`src/design/cfa_pkg.sv`:
```
`timescale 1ns / 1ps
`default_nettype none

package cfa_pkg;

    localparam int CNT_W   = 11;
    localparam int START_W = 10;
    localparam int FRAME_W = 10;
    localparam int ADDR_W  = 32;
    localparam int CFG_W   = 32;
    localparam int CFG_IDX_W = 1;
    localparam int IN_TDATA_W  = 24;
    localparam int OUT_TDATA_W = 56;

    localparam logic [CFG_IDX_W-1:0] CFG_FRAMES_IN_USE = 1'b0;
    localparam logic [CFG_IDX_W-1:0] CFG_BASE_ADDRESS  = 1'b1;

    localparam logic [CNT_W-1:0]  FRAMES_RESET = 11'd1024;
    localparam logic [ADDR_W-1:0] BASE_RESET   = 32'd0;

    localparam logic FUNC_ALLOC = 1'b0;
    localparam logic FUNC_FREE  = 1'b1;

    localparam int OP_W = 4;
    localparam logic [OP_W-1:0] OP_HOLD        = 4'd0;
    localparam logic [OP_W-1:0] OP_CLEAR       = 4'd1;
    localparam logic [OP_W-1:0] OP_ALLOC_BEGIN = 4'd2;
    localparam logic [OP_W-1:0] OP_FREE_BEGIN  = 4'd3;
    localparam logic [OP_W-1:0] OP_SCAN        = 4'd4;
    localparam logic [OP_W-1:0] OP_FOUND       = 4'd5;
    localparam logic [OP_W-1:0] OP_FAIL        = 4'd6;
    localparam logic [OP_W-1:0] OP_WRITE       = 4'd7;
    localparam logic [OP_W-1:0] OP_ADDR        = 4'd8;
    localparam logic [OP_W-1:0] OP_FREE_STEP   = 4'd9;
    localparam logic [OP_W-1:0] OP_FREE_END    = 4'd10;

    typedef struct packed {
        logic [OP_W-1:0] op;
        logic            load_out;
    } t_cmd;

    typedef struct packed {
        logic clr_last;
        logic scan_end;
        logic run_hit;
        logic wr_last;
        logic free_stop;
    } t_status;

endpackage

`default_nettype wire

```
`src/design/cfa_ctrl.sv`:
```
`timescale 1ns / 1ps
`default_nettype none

module cfa_ctrl (
    input  wire logic            i_clk,
    input  wire logic            i_rst_n,
    input  wire logic            i_in_valid,
    output logic                 o_in_ready,
    input  wire logic            i_in_func,
    input  wire logic            i_out_ready,
    output logic                 o_out_valid,
    output cfa_pkg::t_cmd        o_cmd,
    input  wire cfa_pkg::t_status i_status
);

    localparam logic [2:0] ST_CLEAR  = 3'd0;
    localparam logic [2:0] ST_IDLE   = 3'd1;
    localparam logic [2:0] ST_A_SCAN = 3'd2;
    localparam logic [2:0] ST_A_WR   = 3'd3;
    localparam logic [2:0] ST_A_ADDR = 3'd4;
    localparam logic [2:0] ST_F_SCAN = 3'd5;
    localparam logic [2:0] ST_DONE   = 3'd6;

    logic [2:0] r_state;
    logic [2:0] n_state;
    logic       r_out_valid;
    logic       n_out_valid;

    always_comb begin
        n_state        = r_state;
        o_cmd.op       = cfa_pkg::OP_HOLD;
        o_cmd.load_out = 1'b0;
        o_in_ready     = 1'b0;
        unique case (r_state)
            ST_CLEAR: begin
                o_cmd.op = cfa_pkg::OP_CLEAR;
                if (i_status.clr_last) begin
                    n_state = ST_IDLE;
                end
            end
            ST_IDLE: begin
                o_in_ready = 1'b1;
                if (i_in_valid) begin
                    if (i_in_func == cfa_pkg::FUNC_FREE) begin
                        o_cmd.op = cfa_pkg::OP_FREE_BEGIN;
                        n_state  = ST_F_SCAN;
                    end else begin
                        o_cmd.op = cfa_pkg::OP_ALLOC_BEGIN;
                        n_state  = ST_A_SCAN;
                    end
                end
            end
            ST_A_SCAN: begin
                priority if (i_status.scan_end) begin
                    o_cmd.op = cfa_pkg::OP_FAIL;
                    n_state  = ST_DONE;
                end else if (i_status.run_hit) begin
                    o_cmd.op = cfa_pkg::OP_FOUND;
                    n_state  = ST_A_WR;
                end else begin
                    o_cmd.op = cfa_pkg::OP_SCAN;
                end
            end
            ST_A_WR: begin
                o_cmd.op = cfa_pkg::OP_WRITE;
                if (i_status.wr_last) begin
                    n_state = ST_A_ADDR;
                end
            end
            ST_A_ADDR: begin
                o_cmd.op = cfa_pkg::OP_ADDR;
                n_state  = ST_DONE;
            end
            ST_F_SCAN: begin
                if (i_status.free_stop) begin
                    o_cmd.op = cfa_pkg::OP_FREE_END;
                    n_state  = ST_DONE;
                end else begin
                    o_cmd.op = cfa_pkg::OP_FREE_STEP;
                end
            end
            ST_DONE: begin
                if (!r_out_valid || i_out_ready) begin
                    o_cmd.load_out = 1'b1;
                    n_state        = ST_IDLE;
                end
            end
            default: begin
                n_state = ST_CLEAR;
            end
        endcase
    end

    always_comb begin
        if (o_cmd.load_out) begin
            n_out_valid = 1'b1;
        end else if (i_out_ready) begin
            n_out_valid = 1'b0;
        end else begin
            n_out_valid = r_out_valid;
        end
    end

    always_ff @(posedge i_clk) begin
        if (!i_rst_n) begin
            r_state     <= ST_CLEAR;
            r_out_valid <= 1'b0;
        end else begin
            r_state     <= n_state;
            r_out_valid <= n_out_valid;
        end
    end

    assign o_out_valid = r_out_valid;

endmodule

`default_nettype wire

```
`config.mk`:
```
export PLATFORM = sky130hd
export DESIGN_NAME = cfa_ctrl
export DESIGN_NICKNAME = d
export VERILOG_FILES = /design/src/design/cfa_pkg.sv /design/src/design/cfa_ctrl.sv
export SDC_FILE = /design/constraint.sdc
export NUM_CORES = 1
export LEC_CHECK = 0
export ABC_AREA = 1
export BUFFER_PORTS_ARGS = -buffer_cell sky130_fd_sc_hd__clkbuf_2
export CAP_MARGIN = 10
export CELL_PAD_IN_SITES_DETAIL_PLACEMENT = 1
export CELL_PAD_IN_SITES_GLOBAL_PLACEMENT = 1
export CORE_MARGIN = 2
export CORE_UTILIZATION = 29
export DETAILED_ROUTE_END_ITERATION = 7
export HOLD_SLACK_MARGIN = 0.02
export PLACE_DENSITY_LB_ADDON = 0.08
export SLEW_MARGIN = 40
export SYNTH_ARGS = -nofsm -noshare
export SYNTH_HDL_FRONTEND = slang
export SYNTH_SLANG_ARGS = --single-unit
```
`constraint.sdc`:
```
create_clock -name i_clk -period 1.6 [get_ports i_clk]
set_clock_uncertainty 0.15 [all_clocks]
set_input_delay 0.32 -clock i_clk [delete_from_list [all_inputs] [get_ports i_clk]]
set_output_delay 0.32 -clock i_clk [all_outputs]
set_load 0.02 [all_outputs]
```
==> flow_summary.json, run 1 <==
{
  "run_status": "finished, violations left",
  "violations": "setup timing",
  "gp_congestion": 0.7971,
  "setup_viol_count_final": 4,
  "p_leak_uw": 0.0004390,
  "regArea_um2": 91.34,
  "layout_setup_ws_ps": -174.5,
  "initial_utilization_pct": 31.15,
  "firstDrtPassIters": 2,
  "grt_pass1_vias": 606,
  "p_clk_share_pct": 8.3,
  "dp_cells": 109,
  "cts_tree": "yes",
  "seq_area_frac_synth_pct": 19.51,
  "die_area_um2": 1732,
  "netlist_instances": 66,
  "syn_area_per_cell_um2": 6.218,
  "wl_met3_um": 75,
  "start_kind": "register",
  "hold_violations": 0,
  "netlist_area_um2": 410.4,
  "layout_min_cycle_time_ps": 1774,
  "endpoint_kind": "output port",
  "cts.path.max_buffers": 2,
  "grt_util_all_layers_pct": 21.44,
  "fin_area_um2": 858.3,
  "drt_iter0_drc": 17,
  "critPathMaxFanout": 4,
  "die_x_um": 41.62,
  "postRouteAntennaNets": 0,
  "area_delta_synth_final_pct": 109.1,
  "p_int_uw": 782.6,
  "min-delay-path-class": "input pin to register",
  "drv_cap": 0,
  "powerDensity_nw_per_um2": 1749,
  "wl_met1_um": 907,
  "cts_made_buffers": 3,
  "multiInputGateArea_um2": 359.1,
  "cts.sinks": 4,
  "cts_root_buffer": "clkbuf_4",
  "num_io_pins": 17,
  "fin_crit_sh_pct": 110.9,
  "core_um2": 1318,
  "dr.max_layer_used": "met4",
  "final_cells": 122,
  "clk_pin_slew_ps": 40,
  "grt_pass1_wl_mm": 2.766,
  "peakVddDrop_uv": 913.4,
  "relSlewSlack_pct": 84.70,
  "slew_viol_final": 0,
  "switching_power_uw": 718.2,
  "die_h_um": 41.62,
  "p_comb_share_pct": 77.2,
  "final_util_pct": 65.15,
  "grt_max_degree": 7,
  "ys_types": 21,
  "required_ps": 1130,
  "drt-total-wl_mm": 2.056,
  "fillers": 162,
  "vias": 595,
  "fmax_mhz": 563.6,
  "viasPerCell": 4.877,
  "cp.arrival_ps": 1300,
  "wl_met2_mm": 1.042,
  "htreeDepth": 1,
  "tightestPinTransition_ps": 227.8,
  "nets": 119,
  "placed_area_um2": 600.6,
  "switching_share_pct": 47.86,
  "syn_nets": 76,
  "diodes": 0,
  "overflow": 0,
  "clock_latency_ps": 230,
  "layout-drive-gt1-share_pct": 73.83,
  "port_buffers": 16,
  "ys_ff_latch": 4,
  "drcViolationCount": 0,
  "p_seq_share_pct": 14.5,
  "hpwlAfterDp_mm": 1.116,
  "worst-setup-path-type": "register to output port",
  "yosysWarnings": 0,
  "fp-row-count": 13,
  "fin_setup_tns_ps": -411.3,
  "rsz0062_at_grt": "yes",
  "antenna_found_initial": 0,
  "routedWlPerCell_um": 16.85
}
what timing repair did:
item | in CTS | in global routing
hold endpoints to repair | 0 | 0
resized for setup | 28 | 22
setup buffers | 5 | 6
hold buffers | 0 | 0
setup endpoints to repair | 5 | 7
pin swaps | 5 | 13
cell usage in the layout (no fill, tap or decap), types with 2 or more instances in the layout:
| cell type | netlist | routed |
|---|---|---|
| nor2_4 | 1 | 7 |
| nand2_2 | 2 | 5 |
| nand3_2 | 4 | 3 |
| nand2_1 | 10 | 6 |
| nor2_1 | 10 | 3 |
| nand3_4 | 0 | 2 |
| clkbuf_8 | 0 | 3 |
| buf_4 | 1 | 21 |
| clkbuf_4 | 0 | 3 |
| buf_6 | 0 | 5 |
| nand3_1 | 6 | 5 |
| inv_1 | 10 | 8 |
| a21oi_2 | 1 | 3 |
| nor2_2 | 4 | 5 |
| dfxtp_4 | 0 | 3 |
| clkbuf_2 | 0 | 10 |
| inv_2 | 3 | 3 |
area by class of cell:
class	instances	area share (%)
sequential	4	10.64
tap	15	2.187
inverter	13	6.560
multi-input combinational	47	41.84
clock buffer	3	2.624
timing repair buffer	40	36.15
state kept, by name (all words and copies together), names as in the netlist:
| register | flops |
|---|---|
| o_out_valid | 1 |
| r_state | 3 |
cells by family after synthesis:
family | synth area share [%]
buffers and inverters | 17.38
AND/OR/NAND/NOR | 51.53
AO/OA/AOI/OAI | 11.59
flip-flops | 19.51
power by group through the flow:
stage	Combinational [uW]	Sequential [uW]	Clock, uW
CTS	928	214	126
global route	1240	220	138
finish	1160	218	124
detailed placement	753	182	0
global placement	743	180	0
floorplan	479	172	0
worst max-delay path: stages, from the launching register on:
cell and delay, ps:
dfxtp_4 360, inv_6 80, nor2_4 40, nand2_2 90, nor2_4 50, a21oi_2 140, o2111ai_2 120, clkbuf_8 180
per-stage QoR:
stage / hold slack, ps / setup WS (ps) / power, uW
6_report: 208.9 / -174.5 / 1501
3_3_place_gp: 431.8 / -38.41 / 923.0
4_1_cts: 182.3 / -142.9 / 1268
3_5_place_dp: 438.1 / -23.77 / 935.6
5_1_grt: 197.7 / -230.0 / 1597
2_1_floorplan: 287.6 / 36.34 / 650.5
Yosys cell counts, drive strengths merged:
cell	instances	area (um2)
nor2	15	73.82
inv	13	48.80
nand2	12	50.05
nand3	10	70.07
dfxtp	4	80.08
a21oi	3	18.77
buf	2	22.52
and2	1	6.260
nand4	1	6.260
nor3	1	5.000
o2111ai	1	8.760
o211ai	1	7.510
o21a	1	7.510
o21ai	1	5.000
per-layer routing:
metal / GRT usage [%] / vias up
met1: 25.33 / 285
met3: 6.522 / 4
li1: - / 291
met5: 0 / -
met2: 36.25 / 15
met4: 7.742 / 0
final timing paths:
path                            startpoint          to  slack, ps  cells past startpoint
worst max-delay path            r_state[1]    o_cmd[1]       -170                      7
worst min-delay path               i_rst_n  r_state[2]        210                      3
worst max register to register  r_state[1]  r_state[1]        -40                     12
worst min register to register  r_state[0]  r_state[0]        450                      2
(Power assumes the default switching activity.)
==> run 2, diff against run 1 <==
- TNS_END_PERCENT: unset -> 50
==> run 2 against run 1 <==
  * The run still ends with setup timing left
  * Final cell count decreased by 9.0%
  * Core utilization decreased by 12 points
  * Critical path depth decreased by 1
  * Fmax increased by 2.6%
  * Sequential power decreased by 2%
  * Critical endpoint is now o_cmd[2]
  * Setup slack improved by 45 ps
  * Sequential share of layout area increased by 2.3 points
==> flow_summary.json, run 2 (synthesized netlist as in run 1, its figures left out) <==
{
  "cts.sinks": 4,
  "fin_area_um2": 705.7,
  "core_um2": 1318,
  "grt_pass1_wl_mm": 2.208,
  "grt_util_met3_pct": 5.217,
  "viasPerCell": 4.847,
  "largest-register": "r_state",
  "initial_utilization_pct": 31.15,
  "final_cells": 111,
  "rsz0062_at_grt": "yes",
  "violations": "setup timing",
  "grt.busiest_layer": "met2",
  "gp_congestion": 0.8114,
  "die_area_um2": 1732,
  "critPathMaxFanout": 4,
  "min_path_cells": 3,
  "cts.path.max_buffers": 2,
  "fmax_mhz": 578.1,
  "fin_crit_sh_pct": 108.1,
  "slew_viol_final": 0,
  "dp_cells": 105,
  "die_x_um": 41.62,
  "hpwlAfterDp_mm": 1.101,
  "final_common_cell": "buf_4",
  "p_leak_uw": 0.0003704,
  "min-delay-path-class": "input pin to register",
  "run_status": "finished, violations left",
  "crit_chain": "buf_6 > nand2_2 > nor2_4 > o21ai_2 > o211ai_1 > buf_4",
  "drt_iter0_drc": 7,
  "cp.arrival_ps": 1260,
  "post-place-ws_ps": -15.75,
  "port_buffers": 16,
  "antenna_found_initial": 0,
  "cpPeakStageDelay_ps": 370,
  "overflow": 0,
  "powerDensity_nw_per_um2": 1754,
  "report.power.total_uw": 1238,
  "area_delta_synth_final_pct": 71.95,
  "hold_violations": 0,
  "layout_min_cycle_time_ps": 1730,
  "grt_use_met1_pct": 17.24,
  "routedWlPerCell_um": 13.60,
  "worst_r2r_endpoint": "r_state[0]",
  "final_cell_mix": "14 x buf_4, 12 x clkbuf_2, 9 x nand2_1, 8 x inv_1, 6 x nand3_1",
  "tightestPinTransition_ps": 239.7,
  "postRouteAntennaNets": 0,
  "required_ps": 1130,
  "cts_tree": "yes",
  "largest_reg_flops": 3,
  "placed_area_um2": 564.3,
  "die_h_um": 41.62,
  "drcViolationCount": 0,
  "peakVddDrop_uv": 832.3,
  "cts_made_buffers": 3,
  "vias": 538,
  "clk_pin_slew_ps": 40,
  "layout_setup_ws_ps": -130.0,
  "reg2reg_setup_slack_ps": 90,
  "drt-total-wl_mm": 1.510,
  "worst-setup-path-type": "register to output port",
  "relSlewSlack_pct": 83.96,
  "drv_cap": 0,
  "r2r-start": "r_state[1]",
  "whs_endpoint": "r_state[2]",
  "clock_latency_ps": 240,
  "setup_viol_count_final": 3,
  "layout-drive-gt1-share_pct": 63.54,
  "cp-startpoint": "r_state[1]",
  "grtUsageMet2_pct": 32.19,
  "grt_pass1_vias": 549,
  "diodes": 0,
  "start_kind": "register",
  "cts_root_buffer": "clkbuf_4",
  "fp-row-count": 13,
  "cpMaxStageDelayCell": "dfxtp_4",
  "nets": 108,
  "firstDrtPassIters": 4,
  "final_util_pct": 53.56,
  "grt_max_degree": 7,
  "num_io_pins": 17,
  "hp-start": "i_rst_n",
  "grt_util_all_layers_pct": 16.46,
  "htreeDepth": 1,
  "endpoint_kind": "output port",
  "r2r_cells": 10
}
[run 2: cell type report]
| class | instances | area [um2] |
|---|---|---|
| repair buffers | 29 | 201.4 |
| clock buffers | 3 | 22.52 |
| inverters | 13 | 56.30 |
| multi-input cells | 47 | 315.3 |
| well taps | 15 | 18.77 |
| flip-flops and latches | 4 | 91.34 |
| fillers | 180 | 611.8 |
[run 2: worst max-delay path by stage]
stage               end  slack, ps  cells after the start
2_1_floorplan  o_cmd[1]        -60                      6
3_3_place_gp   o_cmd[2]        -10                      6
3_5_place_dp   o_cmd[1]        -20                      5
4_1_cts        o_cmd[1]       -170                      6
5_1_grt        o_cmd[1]       -190                      6
6_report       o_cmd[2]       -130                      6
[run 2: what timing repair did]
item	CTS	global route
gates resized for setup	15	20
pin swaps	1	3
buffers inserted	0	3
setup endpoints to repair	5	5
hold buffers	0	0
[run 2: routing by layer]
metal | wire, um | share of wire (%)
met3 | 63 | 4.2
met5 | 0 | 0
met4 | 34 | 2.3
met2 | 817 | 54
met1 | 595 | 39
[run 2: stage by stage]
stage	hold WS, ps	setup TNS, ps
floorplan	287.6	-56.44
global placement	379.6	-13.24
detailed placement	388.6	-15.75
CTS	193.2	-376.4
global route	204.5	-480.7
finish	188.3	-268.6
[run 2: worst max-delay path: cells and delay by family, from the launching register on]
kind / cells / cell delay, ps
buf+inv: 2 / 290
compound gates: 2 / 160
flops: 1 / 370
simple gates: 2 / 200
[run 2: power by group]
part           internal (uW)  switching [uW]  total [uW]
sequential               147            66.9         214
clock                   84.2            46.1         130
combinational            410             483         893
